[config.mk]
export PLATFORM = sky130hd
export DESIGN_NAME = group_reverse_stream
export DESIGN_NICKNAME = d
export VERILOG_FILES = /design/src/rtl/grs_pkg.sv /design/src/rtl/grs_front.sv /design/src/rtl/grs_desc_q.sv /design/src/rtl/grs_back.sv /design/src/rtl/group_reverse_stream.sv
export SDC_FILE = /design/constraint.sdc
export NUM_CORES = 2
export LEC_CHECK = 0
export BUFFER_PORTS_ARGS = -buffer_cell sky130_fd_sc_hd__buf_2
export CORE_ASPECT_RATIO = 1.75
export CORE_UTILIZATION = 25
export DETAILED_ROUTE_END_ITERATION = 10
export GPL_TIMING_DRIVEN = 0
export HOLD_SLACK_MARGIN = 0.03
export PLACE_DENSITY = 0.47
export REMOVE_ABC_BUFFERS = 1
export SLEW_MARGIN = 20
export SYNTH_ARGS = -nofsm -noshare
export SYNTH_HDL_FRONTEND = slang
export SYNTH_SLANG_ARGS = --single-unit
[constraint.sdc]
create_clock -name clk -period 4.4 [get_ports clk]
set_input_delay 0.22 -clock clk [delete_from_list [all_inputs] [get_ports clk]]
set_output_delay 0.22 -clock clk [all_outputs]
set_load 0.05 [all_outputs]
[src/rtl/grs_pkg.sv]
// Shared types and constants for the group reversing stream block.
package grs_pkg;

    localparam int MAX_GROUP  = 64;
    localparam int DATA_WIDTH = 16;
    localparam int GS_W       = 7;
    localparam int CNT_W      = $clog2(MAX_GROUP + 1);
    localparam int IDX_W      = $clog2(MAX_GROUP);
    localparam int ADDR_W     = IDX_W + 1;
    localparam int OQ_DEPTH   = 4;
    localparam int OQ_PTR_W   = $clog2(OQ_DEPTH);
    localparam int OQ_CNT_W   = $clog2(OQ_DEPTH + 1);

    localparam logic [GS_W-1:0] GS_RESET = GS_W'(2);

    typedef struct packed {
        logic [DATA_WIDTH-1:0] value;
        logic                  end_of_list;
    } in_t;

    typedef struct packed {
        logic [DATA_WIDTH-1:0] value_out;
        logic                  list_done;
        logic                  burst_end;
    } out_t;

    // One closed group handed from the front to the back.
    typedef struct packed {
        logic             bank;
        logic [CNT_W-1:0] count;
        logic             reverse;
        logic             eol;
    } desc_t;

    // Group buffer write from the front.
    typedef struct packed {
        logic                  en;
        logic [ADDR_W-1:0]     addr;
        logic [DATA_WIDTH-1:0] data;
    } wr_t;

    // Bank handed back to the front once its last read has issued.
    typedef struct packed {
        logic valid;
        logic bank;
    } rel_t;

endpackage

[src/rtl/grs_front.sv]
// Front end: accepts values, fills the ping-pong banks and closes groups.
module grs_front (
    input  logic                    clk,
    input  logic                    rst_n,
    input  logic                    push,
    output logic                    full,
    input  grs_pkg::in_t            item,
    input  logic                    cfg_valid,
    output logic                    cfg_ready,
    input  logic [grs_pkg::GS_W-1:0] cfg_data,
    output grs_pkg::wr_t            wr,
    output logic                    desc_push,
    output grs_pkg::desc_t          desc,
    input  logic                    desc_full,
    input  grs_pkg::rel_t           rel
);
    import grs_pkg::*;

    logic [GS_W-1:0]  group_size_reg;
    logic [CNT_W-1:0] fill_reg, fill_next;
    logic             bank_reg, bank_next;
    logic [1:0]       busy_reg, busy_next;
    logic [CNT_W-1:0] k_eff;
    logic [CNT_W-1:0] n_held;
    logic             accept;
    logic             group_full;
    logic             close;

    assign cfg_ready = 1'b1;

    // Zero acts as one and anything above the buffer depth saturates.
    always_comb
    begin
        if (group_size_reg == '0)
            k_eff = CNT_W'(1);
        else if (group_size_reg > GS_W'(MAX_GROUP))
            k_eff = CNT_W'(MAX_GROUP);
        else
            k_eff = CNT_W'(group_size_reg);
    end

    assign full       = busy_reg[bank_reg] || desc_full;
    assign accept     = push && !full;
    assign n_held     = fill_reg + CNT_W'(1);
    assign group_full = (n_held >= k_eff);
    assign close      = accept && (group_full || item.end_of_list);

    assign wr.en   = accept;
    assign wr.addr = {bank_reg, fill_reg[IDX_W-1:0]};
    assign wr.data = item.value;

    assign desc_push    = close;
    assign desc.bank    = bank_reg;
    assign desc.count   = n_held;
    assign desc.reverse = group_full;
    assign desc.eol     = item.end_of_list;

    always_comb
    begin
        fill_next = fill_reg;
        bank_next = bank_reg;
        busy_next = busy_reg;
        if (rel.valid)
            busy_next[rel.bank] = 1'b0;
        if (close)
        begin
            fill_next           = '0;
            bank_next           = !bank_reg;
            busy_next[bank_reg] = 1'b1;
        end
        else if (accept)
        begin
            fill_next = n_held;
        end
    end

    always_ff @(posedge clk or negedge rst_n)
    begin
        if (!rst_n)
        begin
            group_size_reg <= GS_RESET;
            fill_reg       <= '0;
            bank_reg       <= 1'b0;
            busy_reg       <= '0;
        end
        else
        begin
            if (cfg_valid && cfg_ready)
                group_size_reg <= cfg_data;
            fill_reg <= fill_next;
            bank_reg <= bank_next;
            busy_reg <= busy_next;
        end
    end

endmodule

[src/rtl/grs_desc_q.sv]
// Two-entry queue of closed group descriptors between front and back.
module grs_desc_q (
    input  logic           clk,
    input  logic           rst_n,
    input  logic           push,
    input  grs_pkg::desc_t din,
    output logic           full,
    input  logic           pop,
    output grs_pkg::desc_t dout,
    output logic           empty
);
    import grs_pkg::*;

    desc_t      entry_reg [2];
    logic       wr_ptr_reg;
    logic       rd_ptr_reg;
    logic [1:0] count_reg, count_next;
    logic       do_push;
    logic       do_pop;

    assign full    = (count_reg == 2'd2);
    assign empty   = (count_reg == 2'd0);
    assign do_push = push && !full;
    assign do_pop  = pop && !empty;
    assign dout    = entry_reg[rd_ptr_reg];

    always_comb
    begin
        count_next = count_reg;
        if (do_push && !do_pop)
            count_next = count_reg + 2'd1;
        else if (do_pop && !do_push)
            count_next = count_reg - 2'd1;
    end

    always_ff @(posedge clk)
    begin
        if (do_push)
            entry_reg[wr_ptr_reg] <= din;
    end

    always_ff @(posedge clk or negedge rst_n)
    begin
        if (!rst_n)
        begin
            wr_ptr_reg <= 1'b0;
            rd_ptr_reg <= 1'b0;
            count_reg  <= '0;
        end
        else
        begin
            if (do_push)
                wr_ptr_reg <= !wr_ptr_reg;
            if (do_pop)
                rd_ptr_reg <= !rd_ptr_reg;
            count_reg <= count_next;
        end
    end

endmodule

[src/rtl/grs_back.sv]
// Back end: holds the group buffer and drains closed groups into the result queue.
module grs_back (
    input  logic           clk,
    input  logic           rst_n,
    input  grs_pkg::wr_t   wr,
    input  grs_pkg::desc_t desc,
    input  logic           desc_empty,
    output logic           desc_pop,
    output grs_pkg::rel_t  rel,
    output logic           empty,
    input  logic           pop,
    output grs_pkg::out_t  result
);
    import grs_pkg::*;

    logic [DATA_WIDTH-1:0] mem [2 * MAX_GROUP];

    logic                  active_reg;
    desc_t                 cur_reg;
    logic [IDX_W-1:0]      idx_reg;
    logic [CNT_W-1:0]      cnt_m1;
    logic                  last;
    logic                  issue;
    logic [IDX_W-1:0]      rd_idx;

    logic                  rd_valid_reg;
    logic                  rd_done_reg;
    logic                  rd_last_reg;
    logic [DATA_WIDTH-1:0] rd_data_reg;

    out_t                  oq_reg [OQ_DEPTH];
    logic [OQ_PTR_W-1:0]   oq_wr_reg;
    logic [OQ_PTR_W-1:0]   oq_rd_reg;
    logic [OQ_CNT_W-1:0]   oq_cnt_reg, oq_cnt_next;
    logic [OQ_CNT_W-1:0]   oq_pending;
    logic                  oq_pop;
    out_t                  oq_din;

    assign desc_pop = !active_reg && !desc_empty;
    assign cnt_m1   = cur_reg.count - CNT_W'(1);
    assign last     = (CNT_W'(idx_reg) == cnt_m1);
    assign rd_idx   = cur_reg.reverse ? (cnt_m1[IDX_W-1:0] - idx_reg) : idx_reg;

    // Reads in flight count against queue space so no result is ever dropped.
    assign oq_pending = oq_cnt_reg + OQ_CNT_W'(rd_valid_reg);
    assign issue      = active_reg && (oq_pending <= OQ_CNT_W'(OQ_DEPTH - 2));

    assign rel.valid = issue && last;
    assign rel.bank  = cur_reg.bank;

    always_ff @(posedge clk)
    begin
        if (wr.en)
            mem[wr.addr] <= wr.data;
        if (issue)
            rd_data_reg <= mem[{cur_reg.bank, rd_idx}];
        if (desc_pop)
            cur_reg <= desc;
        if (issue)
        begin
            rd_done_reg <= cur_reg.eol && last;
            rd_last_reg <= last;
        end
    end

    always_ff @(posedge clk or negedge rst_n)
    begin
        if (!rst_n)
        begin
            active_reg   <= 1'b0;
            idx_reg      <= '0;
            rd_valid_reg <= 1'b0;
        end
        else
        begin
            rd_valid_reg <= issue;
            if (desc_pop)
            begin
                active_reg <= 1'b1;
                idx_reg    <= '0;
            end
            else if (issue)
            begin
                if (last)
                    active_reg <= 1'b0;
                else
                    idx_reg <= idx_reg + IDX_W'(1);
            end
        end
    end

    assign oq_din.value_out = rd_data_reg;
    assign oq_din.list_done = rd_done_reg;
    assign oq_din.burst_end = rd_last_reg;

    assign empty  = (oq_cnt_reg == '0);
    assign oq_pop = pop && !empty;
    assign result = oq_reg[oq_rd_reg];

    always_comb
    begin
        oq_cnt_next = oq_cnt_reg;
        if (rd_valid_reg && !oq_pop)
            oq_cnt_next = oq_cnt_reg + OQ_CNT_W'(1);
        else if (oq_pop && !rd_valid_reg)
            oq_cnt_next = oq_cnt_reg - OQ_CNT_W'(1);
    end

    always_ff @(posedge clk)
    begin
        if (rd_valid_reg)
            oq_reg[oq_wr_reg] <= oq_din;
    end

    always_ff @(posedge clk or negedge rst_n)
    begin
        if (!rst_n)
        begin
            oq_wr_reg  <= '0;
            oq_rd_reg  <= '0;
            oq_cnt_reg <= '0;
        end
        else
        begin
            if (rd_valid_reg)
                oq_wr_reg <= oq_wr_reg + OQ_PTR_W'(1);
            if (oq_pop)
                oq_rd_reg <= oq_rd_reg + OQ_PTR_W'(1);
            oq_cnt_reg <= oq_cnt_next;
        end
    end

endmodule

[src/rtl/group_reverse_stream.sv]
// Throughput: values enter one per cycle while a free bank exists and the descriptor queue has
// room; a closed group drains through the single read port of the group buffer, overlapped with
// filling the other bank. Reset clears the fill count, bank state and queues and sets group_size
// to 2; the group buffer itself needs no clearing.
module group_reverse_stream (
    input  logic                     clk,
    input  logic                     rst_n,
    input  logic                     push,
    output logic                     full,
    input  grs_pkg::in_t             item,
    output logic                     empty,
    input  logic                     pop,
    output grs_pkg::out_t            result,
    input  logic                     cfg_valid,
    output logic                     cfg_ready,
    input  logic [grs_pkg::GS_W-1:0] cfg_data
);
    import grs_pkg::*;

    wr_t   wr;
    desc_t desc_in;
    desc_t desc_out;
    rel_t  rel;
    logic  desc_push;
    logic  desc_full;
    logic  desc_pop;
    logic  desc_empty;

    grs_front u_front (
        .clk       (clk),
        .rst_n     (rst_n),
        .push      (push),
        .full      (full),
        .item      (item),
        .cfg_valid (cfg_valid),
        .cfg_ready (cfg_ready),
        .cfg_data  (cfg_data),
        .wr        (wr),
        .desc_push (desc_push),
        .desc      (desc_in),
        .desc_full (desc_full),
        .rel       (rel)
    );

    grs_desc_q u_desc_q (
        .clk   (clk),
        .rst_n (rst_n),
        .push  (desc_push),
        .din   (desc_in),
        .full  (desc_full),
        .pop   (desc_pop),
        .dout  (desc_out),
        .empty (desc_empty)
    );

    grs_back u_back (
        .clk        (clk),
        .rst_n      (rst_n),
        .wr         (wr),
        .desc       (desc_out),
        .desc_empty (desc_empty),
        .desc_pop   (desc_pop),
        .rel        (rel),
        .empty      (empty),
        .pop        (pop),
        .result     (result)
    );

endmodule

---- Word-level counts from Yosys, hierarchy flattened ----
Memories as Yosys holds them, arrays and structs flattened. A register that Yosys moved wholly into a read port is not among the register bits.
Index checks and enable logic that the tools add are counted.
storage, ports and cells
  word-level logic and storage cells ...... 110
  flip-flop bits (word level) ............. 38
  memories kept ........................... 3
  output and inout port bits .............. 21
  bits in writable memories ............... 2140
operators by class
  bitwise gates (word level) .............. 3
  $lt $le $gt $ge ......................... 7
  reduce and logical (&&, ||, !) cells .... 39
  equal/unequal tests ..................... 3
  $add $sub $neg .......................... 11
  multiplexer cells ....................... 29
memory list
  memory              words  bits a word  rd ports  clocked after memory_dff  write ports  line              source
  u_back.mem          128    16           1         1                         1            grs_back.sv:16    logic [DATA_WIDTH-1:0] mem [2 * MAX_GROUP];
  u_back.oq_reg       4      18           1         0                         1            grs_back.sv:31    out_t oq_reg [OQ_DEPTH];
  u_desc_q.entry_reg  2      10           1         1                         1            grs_desc_q.sv:14  desc_t entry_reg [2];
operators with widths
  operator             number
  $mux 7               4
  $mux 6               4
  $logic_and 1x1->1    15
  $mux 1               13
  $logic_not 1->1      12
  $reduce_bool 2->1    5
  $mux 2               4
  $add 7x1->7 const B  1
  $eq 6x7->1           1
  $ge 7x7->1           1
  $gt 7x7->1 const B   1
  $logic_not 7->1      1
  $sub 7x1->7 const B  1
  $add 2x1->2 const B  3
  $add 6x1->6 const B  1
  $mux 3               2
  $sub 6x6->6          1
  $lt 1x2->1 const B   2
  $reduce_and 2->1     2
  $add 3x1->3          1
  $add 3x1->3 const B  1
  $le 3x2->1 const B   1
  $logic_not 3->1      1
  $sub 3x1->3 const B  1
  other kinds (10)     13

---- Logic depth before layout (Yosys ltp) ----
  depth in word-level cells ............... 11
  gate-level depth with buffers ........... 15
  gate-level depth less buffers ........... 15

---- Modules after synthesis ----
From an unflattened synthesis, not the netlist that was laid out.
second synthesis, totals
  cell total of the unflattened synthesis .. 6544
  area total of the unflattened synthesis .. 87966.9 um^2
by module, submodules not included
  module      cells an instance  area an instance (um^2)  instances
  grs_back    6366               85859.8                  1
  grs_front   128                1187.4                   1
  grs_desc_q  50                 919.6                    1

---- Least setup slack after synthesis ----
No wires, ideal clock.
  path kind ............................... reg-to-reg
  start point ............................. reg, netlist name u_back.cur_reg[4]
  end point ............................... reg u_back.rd_data_reg[10], read port of u_back.mem, data pin
  required time ........................... 4.135 ns
  setup slack ............................. 1.085 ns
  stages on the path, launching flop included .. 13
  clock period less this slack ............ 3.315 ns
  arrival ................................. 3.050 ns
  cell sequence ........................... edfxtp_1 -> or3_1 -> buf_2 -> xnor2_1 -> ha_1 -> o21a_1 -> a221oi_1 -> or3b_1 -> clkbuf_1 -> clkbuf_1 -> nor3_1 -> nor4_1 -> nor4_2
between the ends
  word-level cells in the longest chain between the ends .. 3
RTL lines
  element           line            source
  $sub 7x1->7       grs_back.sv:40  assign cnt_m1 = cur_reg.count - CNT_W'(1);
  $sub 6x6->6       grs_back.sv:42  assign rd_idx = cur_reg.reverse ? (cnt_m1[IDX_W-1:0] - idx_reg) : idx_reg;
  $mux 6            grs_back.sv:42
  end: declaration  grs_back.sv:29  logic [DATA_WIDTH-1:0] rd_data_reg;
Every way passes these cells.
A chain may end at the register's enable or synchronous reset.

---- Worst setup path after layout ----
  start point ............................. reg u_back.idx_reg[1]
  end point ............................... reg u_back.rd_data_reg[5], read port of u_back.mem, data pin
between the ends
  word-level cells in the longest chain between the ends .. 2
RTL lines
  element                   line            source
  start: declaration        grs_back.sv:20  logic [IDX_W-1:0] idx_reg;
  start signal: assignment  grs_back.sv:87  idx_reg <= idx_reg + IDX_W'(1);
  $sub 6x6->6               grs_back.sv:42
  $mux 6 (*)                grs_back.sv:42
Mark *: on every way between the ends. The rest lies on a longest branch, timed or not.

==> metrics.txt <==
max reg flops=2048; Worst Setup SP=u_back.idx_reg[1]; Setup Viol. Count Final=1; DRT iter0 DRCs=4972; Worst R2R End=u_back.rd_data_reg[5]; Core Area=349000 sq um; clock slew at reported path FFs=0.07 ns; P per Cell Area=741 nW/um^2; grt met1 use=0.168; final period utilization=1.00; met2 GRT Util=0.279; initial antenna violation count=5; Startpoint Class=register; post-synth cell types=61; Pre-Repair DR Iteration Count=5; Cell Area, Synth=87600 sq um; final slew viol count=0; # nets final=6552; VDD IR max=0.000551 V; CTS buffer count=198; EDFF count, synth=2168; largest net degree at the start of global routing=108; vias in the first global route=54600; Top FF cell, synth=edfxtp_1; Vias/cell=4.84; Most Crowded Layer GR=met2; share of layout cells above drive strength 1=0.151; fill count=34300; final wirelength=280 mm; first-pass GRT wire length=397 mm; DRC viols=0; final hold vios=0; Max-Cap Viols=0; Slew HR=0.231; Hold WC Path Type=input pin to register; critical path class=register to register; DR WL/cell=24.8 um; register area=66000 sq um; Fmax achieved=0.227 GHz; H-tree levels=4; placer congestion estimate=0.807; WP data arrival=5.02 ns; Worst Path Max Fanout=30; IO Pins=50; status=complete, but fails checks; setup ws final=-0.00172 ns; Async S/R FF share, synth=0.0163; fin util=0.305; Critical Path RT=5.02 ns; slew of the pin with the lowest slew margin=1.15 ns; Starting Density=0.251; die height=785 um; post-synthesis cell count=6382; static leakage=33.9 nW; YS warnings=0; die width=450 um; total die area=353000 sq um; Setup crit end kind=register; hold_sp=item[0]; Seq/Total Area, Yosys=0.753; Worst Hold Path EP=u_desc_q.entry_reg[0][0]; total negative slack=-0.00172 ns; Final min period=4.40 ns; mean post-synth cell area=13.7 sq um; Post-DP HPWL=171 mm; TritonCTS clock tree=yes; reg2reg start=u_back.idx_reg[1]; met3 global-route usage=0.0151; reg2reg path depth=16; Tot GR Track Use=0.154; Power Total=79.0 mW; Layout area overhead=21.6%; clock skew=0.0725 ns; worst skew pair latency=0.89 ns; clock sinks=2204; multi-input logic area=22300 sq um; pre-CTS worst setup slack=-1.79 ns; CTS max path bufs=4; Buffers on Ports=48; GRT Residual Overflow=0; Rows=287; violated checks=negative setup slack; number of cells on the worst hold path=2; antenna viol nets, final=0; root buf cell=clkbuf_16; synthesis-stage register bit count=2204; r2r setup slk=-0.002 ns; via count=54500
==> cell usage after synthesis, types with 3 or more instances <==
cell type	n	area share
nor2_1	155	0.0066
o31ai_1	3	0.00026
nand4_1	455	0.032
inv_1	22	0.00094
mux2_2	19	0.0024
xor2_1	9	0.00090
nand2b_1	5	0.00036
nand3_1	782	0.045
buf_4	3	0.00026
a21oi_1	10	0.00057
mux4_2	18	0.0046
nand4b_1	3	0.00030
and2_1	7	0.00050
nand3b_1	4	0.00034
mux2i_1	134	0.015
xnor2_1	20	0.0020
buf_1	31	0.0013
clkbuf_1	423	0.018
a21o_1	6	0.00051
o21ai_0	267	0.015
edfxtp_1	2168	0.74
nand2_1	1329	0.057
nor4_1	40	0.0029
nor2b_1	7	0.00050
nor3_1	105	0.0060
o22ai_1	98	0.0070
or3_1	5	0.00036
a2111oi_4	3	0.00094
dfrtp_1	35	0.010
buf_2	16	0.00091
a32o_1	128	0.015
ha_1	23	0.0033
nor4_2	10	0.0014
==> layout by cell type, fill, tap and decap left out, types with 43 or more instances in the layout <==
master,netlist,final
nand2_1,1329,1326
nor3_1,105,43
buf_8,0,56
nand4_1,455,455
clkbuf_16,0,200
a32o_1,128,128
buf_4,3,54
edfxtp_1,2168,2168
buf_16,0,106
clkinv_2,0,48
o21ai_0,267,267
nand3_1,782,780
mux2i_1,134,133
buf_6,2,70
nor2_4,0,101
==> logic make-up after synthesis <==
kind of cell	after synthesis	share of synthesized area
mux	171	0.0224
compound gates	533	0.0409
other cells	1	0.0000428
simple gates	2920	0.155
flops	2204	0.753
buf+inv	498	0.0219
fa+ha+maj	25	0.00374
xor+xnor	30	0.00315
==> timing repair <==
item                                    4_1_cts  5_1_grt
hold buffers                                 37        0
endpoints found under the setup margin       53       39
endpoints found under the hold margin       901        0
buffers inserted                             26       28
cloned                                       15        3
resized for setup                           210       22
pin swaps                                    52       20
==> worst max-delay path by stage <==
| stage | endpoint | slack, ns | cells past startpoint |
|---|---|---|---|
| after global placement | u_back.rd_data_reg[14] | -174.09 | 10 |
| after floorplan | u_back.rd_data_reg[14] | -46.97 | 10 |
| after global routing | u_back.rd_data_reg[11] | -0.0004 | 16 |
| after CTS | u_back.rd_data_reg[15] | -0.03 | 16 |
| final | u_back.rd_data_reg[5] | -0.002 | 16 |
| after detailed placement | u_back.rd_data_reg[0] | -1.79 | 12 |
==> power by group <==
part / internal (mW) / switching [mW] / total (mW)
registers: 23.8 / 0.491 / 24.3
clock network: 9.28 / 7.85 / 17.1
logic: 12.9 / 24.7 / 37.5
==> cell type report <==
| class | count | area share |
|---|---|---|
| timing repair buffer | 383 | 0.0580 |
| clock inverter | 120 | 0.00965 |
| antenna | 1 | 0.0000235 |
| multi-input combinational | 3688 | 0.209 |
| sequential | 2204 | 0.620 |
| tap | 4624 | 0.0543 |
| clock buffer | 235 | 0.0482 |
| inverter | 23 | 0.000810 |
==> metrics by stage <==
stage	std cells	hold slack [ns]	area [sq um]
after global routing	11300	0.121	107000
final	11300	0.140	107000
after detailed placement	10800	0.397	97900
after CTS	11200	0.0773	106000
after floorplan	5907	-0.0756	85800
after global placement	10600	0.367	91800
==> worst max-delay path, stage by stage, from the launching register on <==
cell	delay, ns
dfrtp_4	0.59
inv_1	0.17
fa_2	0.44
buf_4	0.17
xor2_4	0.16
o32ai_4	0.27
buf_12	0.17
buf_16	0.14
buf_8	0.29
buf_16	0.20
buf_12	0.16
buf_6	0.16
nand3_1	0.08
nand4_1	0.39
o22ai_1	0.20
nor3_2	0.37
nor4_4	0.12
==> metal layers <==
metal	vias up	part of all wire
li1	24500	-
met1	27900	0.36
met2	1621	0.52
met3	511	0.041
met4	0	0.077
met5	-	0
Note: power is estimated with default switching activity, not from simulation.
